[src/rtl/ipf_pkg.sv]
// Package for the IPv4 header packet filter: constants, register indexes and shared types.
`default_nettype none
package ipf_pkg;

  localparam int unsigned QueueDepth = 4;
  localparam int unsigned QPtrW      = $clog2(QueueDepth);
  localparam int unsigned QCntW      = $clog2(QueueDepth + 1);

  localparam logic [5:0] LastPosition  = 6'd63;
  localparam logic [5:0] MinHeaderBase = 6'd20;
  localparam logic [3:0] MinHeaderWords = 4'd5;

  localparam logic [7:0] ProtoIcmp = 8'd1;
  localparam logic [7:0] ProtoTcp  = 8'd6;
  localparam logic [7:0] ProtoUdp  = 8'd17;
  localparam logic [7:0] IcmpEchoRequest = 8'd8;
  localparam logic [7:0] LoopbackNet = 8'd127;
  localparam logic [7:0] PrivNetA    = 8'd10;
  localparam logic [7:0] PrivNetB    = 8'd172;
  localparam logic [3:0] PrivNetBHi  = 4'd1;
  localparam logic [7:0] PrivNetC0   = 8'd192;
  localparam logic [7:0] PrivNetC1   = 8'd168;

  localparam logic [31:0] RstBlockedDest   = 32'h0808_0404;
  localparam logic [15:0] RstThrottledPort = 16'd80;
  localparam logic [15:0] RstBlockedPort   = 16'd443;
  localparam logic [3:0]  RstOutEchoPeriod = 4'd3;
  localparam logic [3:0]  RstInEchoPeriod  = 4'd4;
  localparam logic [3:0]  RstPortPeriod    = 4'd2;

  typedef enum logic [2:0] {
    CFG_BLOCKED_DEST   = 3'd0,
    CFG_THROTTLED_PORT = 3'd1,
    CFG_BLOCKED_PORT   = 3'd2,
    CFG_OUT_ECHO_PER   = 3'd3,
    CFG_IN_ECHO_PER    = 3'd4,
    CFG_PORT_PER       = 3'd5
  } cfg_idx_t;

  typedef struct packed {
    logic [31:0] blocked_dest;
    logic [15:0] throttled_port;
    logic [15:0] blocked_port;
    logic [3:0]  out_echo_period;
    logic [3:0]  in_echo_period;
    logic [3:0]  port_period;
  } cfg_t;

  // Classified packet handed from the front to the back.
  typedef struct packed {
    logic dst_blocked;
    logic loopback;
    logic fragmented;
    logic bad_proto;
    logic icmp;
    logic echo;
    logic dst_private;
    logic src_private;
    logic hit_throttled;
    logic hit_blocked;
    logic outbound;
  } pkt_class_t;

  function automatic logic is_private(input logic [7:0] first, input logic [7:0] second);
    is_private = (first == PrivNetA) ||
                 (first == PrivNetC0 && second == PrivNetC1) ||
                 (first == PrivNetB && second[7:4] == PrivNetBHi);
  endfunction

endpackage
`default_nettype wire

[src/rtl/ipv4_header_packet_filter.sv]
// Top level of the IPv4 header packet filter: configuration registers and front/queue/back.
`default_nettype none
// IPv4 packet filter. Feed one packet byte per transfer on the input channel, starting at
// the first header byte, with last_byte high on the final byte; the outbound flag seen on
// that final byte sets the direction. Exactly one verdict transfer (drop_packet: 1 drop,
// 0 accept) follows each packet. Bytes are taken one per cycle while in_stall is low: the
// front captures fields per byte and hands a classified packet to a four-entry queue; the
// back resolves one packet per cycle into the output register unless out_stall holds it.
// in_stall rises only when the queue is full, i.e. when several verdicts are held back by
// out_stall. Configuration writes take effect on the next cycle and must only be issued
// while no packet is in flight; writes to indexes above five are ignored.
module ipv4_header_packet_filter (
  input  wire logic        clk,
  input  wire logic        rst_n,
  input  wire logic        cfg_we,
  input  wire logic [2:0]  cfg_index,
  input  wire logic [31:0] cfg_wdata,
  input  wire logic        in_valid,
  output logic             in_stall,
  input  wire logic [7:0]  in_data_byte,
  input  wire logic        in_outbound,
  input  wire logic        in_last_byte,
  output logic             out_valid,
  input  wire logic        out_stall,
  output logic             out_drop_packet
);

  ipf_pkg::cfg_t       cfg_r, cfg_nxt;
  ipf_pkg::pkt_class_t push_data, pop_data;
  logic                q_push, q_full, q_pop, q_not_empty;

  // Register file: update the addressed register, mask to its width.
  always_comb begin
    cfg_nxt = cfg_r;
    if (cfg_we) begin
      case (cfg_index)
        ipf_pkg::CFG_BLOCKED_DEST:   cfg_nxt.blocked_dest    = cfg_wdata;
        ipf_pkg::CFG_THROTTLED_PORT: cfg_nxt.throttled_port  = cfg_wdata[15:0];
        ipf_pkg::CFG_BLOCKED_PORT:   cfg_nxt.blocked_port    = cfg_wdata[15:0];
        ipf_pkg::CFG_OUT_ECHO_PER:   cfg_nxt.out_echo_period = cfg_wdata[3:0];
        ipf_pkg::CFG_IN_ECHO_PER:    cfg_nxt.in_echo_period  = cfg_wdata[3:0];
        ipf_pkg::CFG_PORT_PER:       cfg_nxt.port_period     = cfg_wdata[3:0];
        default: ;
      endcase
    end
  end

  always_ff @(posedge clk) begin
    if (!rst_n) begin
      cfg_r.blocked_dest    <= ipf_pkg::RstBlockedDest;
      cfg_r.throttled_port  <= ipf_pkg::RstThrottledPort;
      cfg_r.blocked_port    <= ipf_pkg::RstBlockedPort;
      cfg_r.out_echo_period <= ipf_pkg::RstOutEchoPeriod;
      cfg_r.in_echo_period  <= ipf_pkg::RstInEchoPeriod;
      cfg_r.port_period     <= ipf_pkg::RstPortPeriod;
    end else begin
      cfg_r <= cfg_nxt;
    end
  end

  // Front: capture bytes, push one classified entry per packet.
  ipf_front u_front (
    .clk          (clk),
    .rst_n        (rst_n),
    .cfg          (cfg_r),
    .in_valid     (in_valid),
    .in_stall     (in_stall),
    .in_data_byte (in_data_byte),
    .in_outbound  (in_outbound),
    .in_last_byte (in_last_byte),
    .q_full       (q_full),
    .q_push       (q_push),
    .q_data       (push_data)
  );

  // Queue: decouple capture from verdict delivery.
  ipf_queue u_queue (
    .clk       (clk),
    .rst_n     (rst_n),
    .push      (q_push),
    .push_data (push_data),
    .full      (q_full),
    .pop       (q_pop),
    .not_empty (q_not_empty),
    .pop_data  (pop_data)
  );

  // Back: resolve rules, advance counters, hold the verdict for transfer.
  ipf_back u_back (
    .clk             (clk),
    .rst_n           (rst_n),
    .cfg             (cfg_r),
    .q_not_empty     (q_not_empty),
    .q_data          (pop_data),
    .q_pop           (q_pop),
    .out_valid       (out_valid),
    .out_stall       (out_stall),
    .out_drop_packet (out_drop_packet)
  );

endmodule
`default_nettype wire

[src/rtl/ipf_front.sv]
// Front end: capture header fields byte by byte and classify each finished packet.
`default_nettype none
module ipf_front (
  input  wire logic              clk,
  input  wire logic              rst_n,
  input  wire ipf_pkg::cfg_t     cfg,
  input  wire logic              in_valid,
  output logic                   in_stall,
  input  wire logic [7:0]        in_data_byte,
  input  wire logic              in_outbound,
  input  wire logic              in_last_byte,
  input  wire logic              q_full,
  output logic                   q_push,
  output ipf_pkg::pkt_class_t    q_data
);

  logic [5:0]  pos_r, pos_nxt;
  logic [3:0]  hw_r, hw_nxt, hw_c;
  logic [13:0] frag_r, frag_nxt, frag_c;
  logic [7:0]  proto_r, proto_nxt, proto_c;
  logic [15:0] src_r, src_nxt, src_c;
  logic [31:0] dst_r, dst_nxt, dst_c;
  logic [7:0]  mtype_r, mtype_nxt, mtype_c;
  logic [15:0] port_r, port_nxt, port_c;
  logic [5:0]  base;
  logic        accept;

  assign in_stall = q_full;
  assign accept   = in_valid && !q_full;
  assign base     = (hw_r > ipf_pkg::MinHeaderWords) ? {hw_r, 2'b00} : ipf_pkg::MinHeaderBase;

  // Capture the current byte into the packet fields.
  always_comb begin
    hw_c    = hw_r;
    frag_c  = frag_r;
    proto_c = proto_r;
    src_c   = src_r;
    dst_c   = dst_r;
    mtype_c = mtype_r;
    port_c  = port_r;
    if (pos_r != ipf_pkg::LastPosition) begin
      case (pos_r)
        6'd0:  hw_c = in_data_byte[3:0];
        6'd6:  frag_c[13:8] = in_data_byte[5:0];
        6'd7:  frag_c[7:0] = in_data_byte;
        6'd9:  proto_c = in_data_byte;
        6'd12: src_c[15:8] = in_data_byte;
        6'd13: src_c[7:0] = in_data_byte;
        6'd16: dst_c[31:24] = in_data_byte;
        6'd17: dst_c[23:16] = in_data_byte;
        6'd18: dst_c[15:8] = in_data_byte;
        6'd19: dst_c[7:0] = in_data_byte;
        default: ;
      endcase
      if (pos_r == base) begin
        mtype_c = in_data_byte;
      end else if (pos_r == base + 6'd2) begin
        port_c[15:8] = in_data_byte;
      end else if (pos_r == base + 6'd3) begin
        port_c[7:0] = in_data_byte;
      end
    end
  end

  always_comb begin
    pos_nxt   = pos_r;
    hw_nxt    = hw_r;
    frag_nxt  = frag_r;
    proto_nxt = proto_r;
    src_nxt   = src_r;
    dst_nxt   = dst_r;
    mtype_nxt = mtype_r;
    port_nxt  = port_r;
    q_push    = 1'b0;
    if (accept) begin
      if (in_last_byte) begin
        q_push    = 1'b1;
        pos_nxt   = '0;
        hw_nxt    = '0;
        frag_nxt  = '0;
        proto_nxt = '0;
        src_nxt   = '0;
        dst_nxt   = '0;
        mtype_nxt = '0;
        port_nxt  = '0;
      end else begin
        if (pos_r != ipf_pkg::LastPosition) begin
          pos_nxt = pos_r + 6'd1;
        end
        hw_nxt    = hw_c;
        frag_nxt  = frag_c;
        proto_nxt = proto_c;
        src_nxt   = src_c;
        dst_nxt   = dst_c;
        mtype_nxt = mtype_c;
        port_nxt  = port_c;
      end
    end
  end

  // Classify from the fields as they stand after the last byte.
  always_comb begin
    q_data.dst_blocked   = (dst_c == cfg.blocked_dest);
    q_data.loopback      = (dst_c[31:24] == ipf_pkg::LoopbackNet) ||
                           (src_c[15:8] == ipf_pkg::LoopbackNet);
    q_data.fragmented    = (frag_c != '0);
    q_data.icmp          = (proto_c == ipf_pkg::ProtoIcmp);
    q_data.bad_proto     = !q_data.icmp && (proto_c != ipf_pkg::ProtoTcp) &&
                           (proto_c != ipf_pkg::ProtoUdp);
    q_data.echo          = q_data.icmp && (mtype_c == ipf_pkg::IcmpEchoRequest);
    q_data.dst_private   = ipf_pkg::is_private(dst_c[31:24], dst_c[23:16]);
    q_data.src_private   = ipf_pkg::is_private(src_c[15:8], src_c[7:0]);
    q_data.hit_throttled = (port_c == cfg.throttled_port);
    q_data.hit_blocked   = (port_c == cfg.blocked_port);
    q_data.outbound      = in_outbound;
  end

  always_ff @(posedge clk) begin
    if (!rst_n) begin
      pos_r   <= '0;
      hw_r    <= '0;
      frag_r  <= '0;
      proto_r <= '0;
      src_r   <= '0;
      dst_r   <= '0;
      mtype_r <= '0;
      port_r  <= '0;
    end else begin
      pos_r   <= pos_nxt;
      hw_r    <= hw_nxt;
      frag_r  <= frag_nxt;
      proto_r <= proto_nxt;
      src_r   <= src_nxt;
      dst_r   <= dst_nxt;
      mtype_r <= mtype_nxt;
      port_r  <= port_nxt;
    end
  end

endmodule
`default_nettype wire

[src/rtl/ipf_queue.sv]
// Short queue of classified packets between front and back.
`default_nettype none
module ipf_queue (
  input  wire logic                clk,
  input  wire logic                rst_n,
  input  wire logic                push,
  input  wire ipf_pkg::pkt_class_t push_data,
  output logic                     full,
  input  wire logic                pop,
  output logic                     not_empty,
  output ipf_pkg::pkt_class_t      pop_data
);

  ipf_pkg::pkt_class_t mem_r [ipf_pkg::QueueDepth];
  logic [ipf_pkg::QPtrW-1:0] wr_ptr_r, wr_ptr_nxt, rd_ptr_r, rd_ptr_nxt;
  logic [ipf_pkg::QCntW-1:0] cnt_r, cnt_nxt;
  logic do_push, do_pop;

  assign full      = (cnt_r == ipf_pkg::QCntW'(ipf_pkg::QueueDepth));
  assign not_empty = (cnt_r != '0);
  assign pop_data  = mem_r[rd_ptr_r];
  assign do_push   = push && !full;
  assign do_pop    = pop && not_empty;

  always_comb begin
    wr_ptr_nxt = do_push ? wr_ptr_r + 1'b1 : wr_ptr_r;
    rd_ptr_nxt = do_pop ? rd_ptr_r + 1'b1 : rd_ptr_r;
    cnt_nxt    = cnt_r;
    if (do_push && !do_pop) begin
      cnt_nxt = cnt_r + 1'b1;
    end else if (do_pop && !do_push) begin
      cnt_nxt = cnt_r - 1'b1;
    end
  end

  always_ff @(posedge clk) begin
    if (do_push) begin
      mem_r[wr_ptr_r] <= push_data;
    end
  end

  always_ff @(posedge clk) begin
    if (!rst_n) begin
      wr_ptr_r <= '0;
      rd_ptr_r <= '0;
      cnt_r    <= '0;
    end else begin
      wr_ptr_r <= wr_ptr_nxt;
      rd_ptr_r <= rd_ptr_nxt;
      cnt_r    <= cnt_nxt;
    end
  end

endmodule
`default_nettype wire

[src/rtl/ipf_back.sv]
// Back end: apply the ordered rules, run the period counters and hold the verdict.
`default_nettype none
module ipf_back (
  input  wire logic                clk,
  input  wire logic                rst_n,
  input  wire ipf_pkg::cfg_t       cfg,
  input  wire logic                q_not_empty,
  input  wire ipf_pkg::pkt_class_t q_data,
  output logic                     q_pop,
  output logic                     out_valid,
  input  wire logic                out_stall,
  output logic                     out_drop_packet
);

  logic [3:0] oecnt_r, oecnt_nxt, iecnt_r, iecnt_nxt, pcnt_r, pcnt_nxt;
  logic [3:0] oe_inc, ie_inc, p_inc;
  logic       out_valid_r, out_valid_nxt;
  logic       drop_r, drop_nxt;
  logic       verdict;

  assign q_pop  = q_not_empty && (!out_valid_r || !out_stall);
  assign oe_inc = oecnt_r + 4'd1;
  assign ie_inc = iecnt_r + 4'd1;
  assign p_inc  = pcnt_r + 4'd1;

  always_comb begin
    oecnt_nxt = oecnt_r;
    iecnt_nxt = iecnt_r;
    pcnt_nxt  = pcnt_r;
    verdict   = 1'b0;
    if (q_data.dst_blocked) begin
      verdict = 1'b1;
    end else if (q_data.loopback) begin
      verdict = 1'b0;
    end else if (q_data.fragmented || q_data.bad_proto) begin
      verdict = 1'b1;
    end else if (q_data.echo && q_data.outbound && q_data.dst_private &&
                 oe_inc == cfg.out_echo_period) begin
      oecnt_nxt = '0;
      verdict   = 1'b1;
    end else if (q_data.echo && !q_data.outbound && q_data.src_private &&
                 ie_inc == cfg.in_echo_period) begin
      iecnt_nxt = '0;
      verdict   = 1'b1;
    end else begin
      // Echo counters advance without a hit.
      if (q_data.echo && q_data.outbound && q_data.dst_private) begin
        oecnt_nxt = oe_inc;
      end
      if (q_data.echo && !q_data.outbound && q_data.src_private) begin
        iecnt_nxt = ie_inc;
      end
      if (q_data.icmp) begin
        verdict = 1'b0;
      end else if (q_data.outbound && q_data.hit_throttled && p_inc == cfg.port_period) begin
        pcnt_nxt = '0;
        verdict  = 1'b1;
      end else begin
        if (q_data.outbound && q_data.hit_throttled) begin
          pcnt_nxt = p_inc;
        end
        verdict = q_data.outbound && q_data.hit_blocked;
      end
    end
  end

  always_comb begin
    out_valid_nxt = out_valid_r;
    drop_nxt      = drop_r;
    if (q_pop) begin
      out_valid_nxt = 1'b1;
      drop_nxt      = verdict;
    end else if (out_valid_r && !out_stall) begin
      out_valid_nxt = 1'b0;
    end
  end

  assign out_valid       = out_valid_r;
  assign out_drop_packet = drop_r;

  always_ff @(posedge clk) begin
    drop_r <= drop_nxt;
  end

  always_ff @(posedge clk) begin
    if (!rst_n) begin
      out_valid_r <= 1'b0;
      oecnt_r     <= '0;
      iecnt_r     <= '0;
      pcnt_r      <= '0;
    end else begin
      out_valid_r <= out_valid_nxt;
      if (q_pop) begin
        oecnt_r <= oecnt_nxt;
        iecnt_r <= iecnt_nxt;
        pcnt_r  <= pcnt_nxt;
      end
    end
  end

endmodule
`default_nettype wire

[config.mk]
export PLATFORM = sky130hd
export DESIGN_NAME = ipv4_header_packet_filter
export DESIGN_NICKNAME = d
export VERILOG_FILES = /design/src/rtl/ipf_pkg.sv /design/src/rtl/ipv4_header_packet_filter.sv /design/src/rtl/ipf_front.sv /design/src/rtl/ipf_queue.sv /design/src/rtl/ipf_back.sv
export SDC_FILE = /design/constraint.sdc
export NUM_CORES = 1
export LEC_CHECK = 0
export BUFFER_PORTS_ARGS = -buffer_cell sky130_fd_sc_hd__buf_2
export CAP_MARGIN = 20
export CORE_MARGIN = 1.5
export CORE_UTILIZATION = 44
export CTS_CLUSTER_DIAMETER = 100
export DETAILED_ROUTE_END_ITERATION = 10
export HOLD_SLACK_MARGIN = 0.12
export MAX_ROUTING_LAYER = met4
export SLEW_MARGIN = 5
export SYNTH_ARGS = -nofsm -noshare
export SYNTH_HDL_FRONTEND = slang
export SYNTH_SLANG_ARGS = --single-unit
[constraint.sdc]
create_clock -name clk -period 2.7 [get_ports clk]
set_input_delay 0.135 -clock clk [delete_from_list [all_inputs] [get_ports clk]]
set_output_delay 0.135 -clock clk [all_outputs]
set_load 0.01 [all_outputs]
==> run summary <==
Status: completed
Die ar.: 29300 µm²
Max_slew headroom: 0.513
Final antenna-violating net count: 0
CTS buffer count: 27
Core ar.: 27800 µm²
Average cell area after synthesis: 9.09 µm²
DRC violations left: 0
CTS Root Cell: clkbuf_16
Clock sinks: 247
Crit-path max FO: 33
Clock skew: 0.0134 ns
Ports: 53
Largest net degree at the start of global routing: 72
Hold slack: 0.150 ns
Post-route cell area: 15000 µm²
Final #Nets: 1563
Critical path buffers and inverters: 2
TritonCTS clock tree: yes
Vias in the first global route: 10400
Post-route setup slack: 0.105 ns
I/O Buffers: 52
Die height: 171 µm
FF-to-FF setup slack: 0.11 ns
Worst setup SP type: register
H-tree Lvls: 1
Cell Area, Synth: 12400 µm²
DP Area: 13500 µm²
Worst setup EP type: register
Sw Pwr: 2380 µW
Antenna violations before repair: 0
Layout cells sized above 1: 0.153
Layout fillers: 2607
Hold WC Path Type: primary input to register
Worst Path Arrival: 3.00 ns
Drt total wl: 37600 µm
Final period util: 0.961
Clock Latency Late Sink: 0.55 ns
Avg WL per Cell: 19.8 µm
Share of the yosys chip area belonging to registers: 0.434
Setup WS pre-CTS: -0.0319 ns
VDD IR max: 0.544 mV
Synthesis-stage register bit count: 247
Sequential power share: 0.437
EDFF count, synth: 45
Unrepaired setup endpoints after global routing: false
Largest stage delay on the critical path: 0.57 ns
Grt ovf: 0
Net Count, Synth: 1432
Ys Warns: 0
Sw frac: 0.262
Asr flop ratio synth: 0
DRT Pass-1 Iters: 5
Die W: 171 µm
GR Util All Layers: 0.268
Finished Core Util: 0.538
Worst slew pin tran: 0.728 ns
Crit path kind: register to register
Critical Path Most Common Cell: o21ai_0
Commonest non-fill, non-tap cell in the layout: dfxtp_1
Combinational power share: 0.137
Via count: 10800
Pint: 6680 µW
Global-route wire length before repair: 59000 µm
Area Growth Syn to Fin: 20.2%
CP delay by family, top: simple AND/OR/NAND/NOR gates
Starting Density: 0.448
FP Rows: 61
Final Setup Violations: 0
Unique masters post-synth: 74
PD cells: 606 nW/µm²
Clock network power share: 0.426
Worst-path clk slew: 0.07 ns
Slowest CP cell: or4b_1
Max Cap Viol: 0
Maximum clock frequency: 385 MHz
Primary FF master, synth: dfxtp_1
DP HPWL: 26200 µm
Clock buffer depth: 3
GP Congestion: 0.937
Most frequent cells in the layout: 201 x dfxtp_1, 175 x nand2_1, 116 x nor2b_1, 99 x a22oi_1, 89 x buf_4
Crit path cell chain: or4b_1 -> buf_12 -> o21ai_0 -> o211ai_1 -> nor4_1 -> o21ai_0 -> a21oi_1 -> buf_4
Final min period: 2.59 ns
DR vias/cell: 5.68
Mapped Cells: 1369
Leak: 0.00535 µW
First DRT Iteration DRCs: 832
Critical Path RT: 3.10 ns
Hold Fails Final Rpt: 0
Final Max Slew Viols: 0
-- layer usage --
| metal | part of all wire | routed length (µm) | vias up | global-route usage |
|---|---|---|---|---|
| met5 | 0 | 0 | - | - |
| met4 | 0.032 | 1190 | 0 | 0.0816 |
| met2 | 0.46 | 17400 | 324 | 0.439 |
| li1 | - | - | 5227 | - |
| met1 | 0.45 | 16900 | 5161 | 0.344 |
| met3 | 0.053 | 2000 | 87 | 0.0368 |
-- worst reg2reg max path, delay by kind of cell (launching register included) --
kind / cells / cell delay [ns]
AO/OA/AOI/OAI: 4 / 0.80
buffers and inverters: 2 / 0.37
flip-flops: 1 / 0.31
AND/OR/NAND/NOR: 2 / 0.98
-- layout make-up --
| cell class | count | area, µm² | share of cell area |
|---|---|---|---|
| repair buffers | 181 | 1350 | 0.0905 |
| clock inverters | 16 | 176 | 0.0118 |
| inverters | 36 | 135 | 0.00903 |
| diodes | 1 | 2.50 | 0.000167 |
| clock buffers | 34 | 763 | 0.0510 |
| well taps | 378 | 473 | 0.0316 |
| flip-flops and latches | 247 | 5400 | 0.361 |
| multi-input cells | 1007 | 6660 | 0.445 |
-- logic make-up (layout without fill, tap and decap cells) --
| family | Yosys count | after routing | share of synthesized area |
|---|---|---|---|
| compound gates | 330 | 330 | 0.187 |
| xor+xnor | 62 | 62 | 0.0442 |
| fa+ha+maj | 13 | 13 | 0.0137 |
| buf+inv | 115 | 267 | 0.0379 |
| flops | 247 | 247 | 0.434 |
| mux | 40 | 40 | 0.0414 |
| other cells | 0 | 1 | 0 |
| simple gates | 562 | 562 | 0.242 |
-- power by group through the flow --
stage / Combinational [µW] / Clock, µW / Sequential, µW
after floorplan: 759 / 0 / 4010
after global placement: 1170 / 0 / 4040
after detailed placement: 1170 / 0 / 4040
after CTS: 1220 / 3930 / 3960
after global routing: 1350 / 4090 / 3980
final: 1240 / 3860 / 3960
-- state kept, by name, indices dropped and copies added, names as in the netlist, 6 cells and up, named ones only --
register	flops
u_front.src_r	16
u_front.mtype_r	8
u_front.frag_r	14
u_front.dst_r	32
cfg_r	76
u_front.proto_r	8
u_queue.mem_r	44
u_front.port_r	16
u_front.pos_r	6
-- cell usage after synthesis, types with 14 or more instances --
master,n,area share
dfxtp_1,202,0.32
nand2_1,175,0.053
nor2b_1,116,0.058
a22oi_1,99,0.060
a21boi_0,71,0.043
clkbuf_1,63,0.019
nand3_1,63,0.025
nor2_1,49,0.015
edfxtp_1,45,0.11
a21oi_1,35,0.014
nor3_1,35,0.014
inv_1,34,0.010
xor2_1,32,0.023
mux2i_1,29,0.023
o21ai_0,29,0.012
xnor2_1,29,0.020
nor4_1,21,0.011
nand4b_1,14,0.0099
-- per-stage QoR --
stage,power [µW],instances,setup TNS [ns]
6_report,9060,1900,0
4_1_cts,9110,1897,0
3_5_place_dp,5210,1808,-0.191
3_3_place_gp,5200,1808,-0.258
5_1_grt,9410,1899,0
2_1_floorplan,4770,1369,0
-- path summary, 6_finish.rpt --
| path | to | start | cells past startpoint |
|---|---|---|---|
| worst max-delay path | u_queue.mem_r[1][4] | u_front.pos_r[2] | 8 |
| worst max register to register | u_queue.mem_r[1][4] | u_front.pos_r[2] | 8 |
| worst min-delay path | u_front.pos_r[1] | in_last_byte | 4 |
| worst min register to register | cfg_r[72] | cfg_r[72] | 2 |
-- repair_timing --
item	CTS	global route
setup endpoints to repair	8	22
endpoints found under the hold margin	100	0
buffers inserted	0	2
pin swaps	0	3
hold buffers	39	0
resized for setup	2	16
No activity file was read; power rests on OpenSTA's default activity.
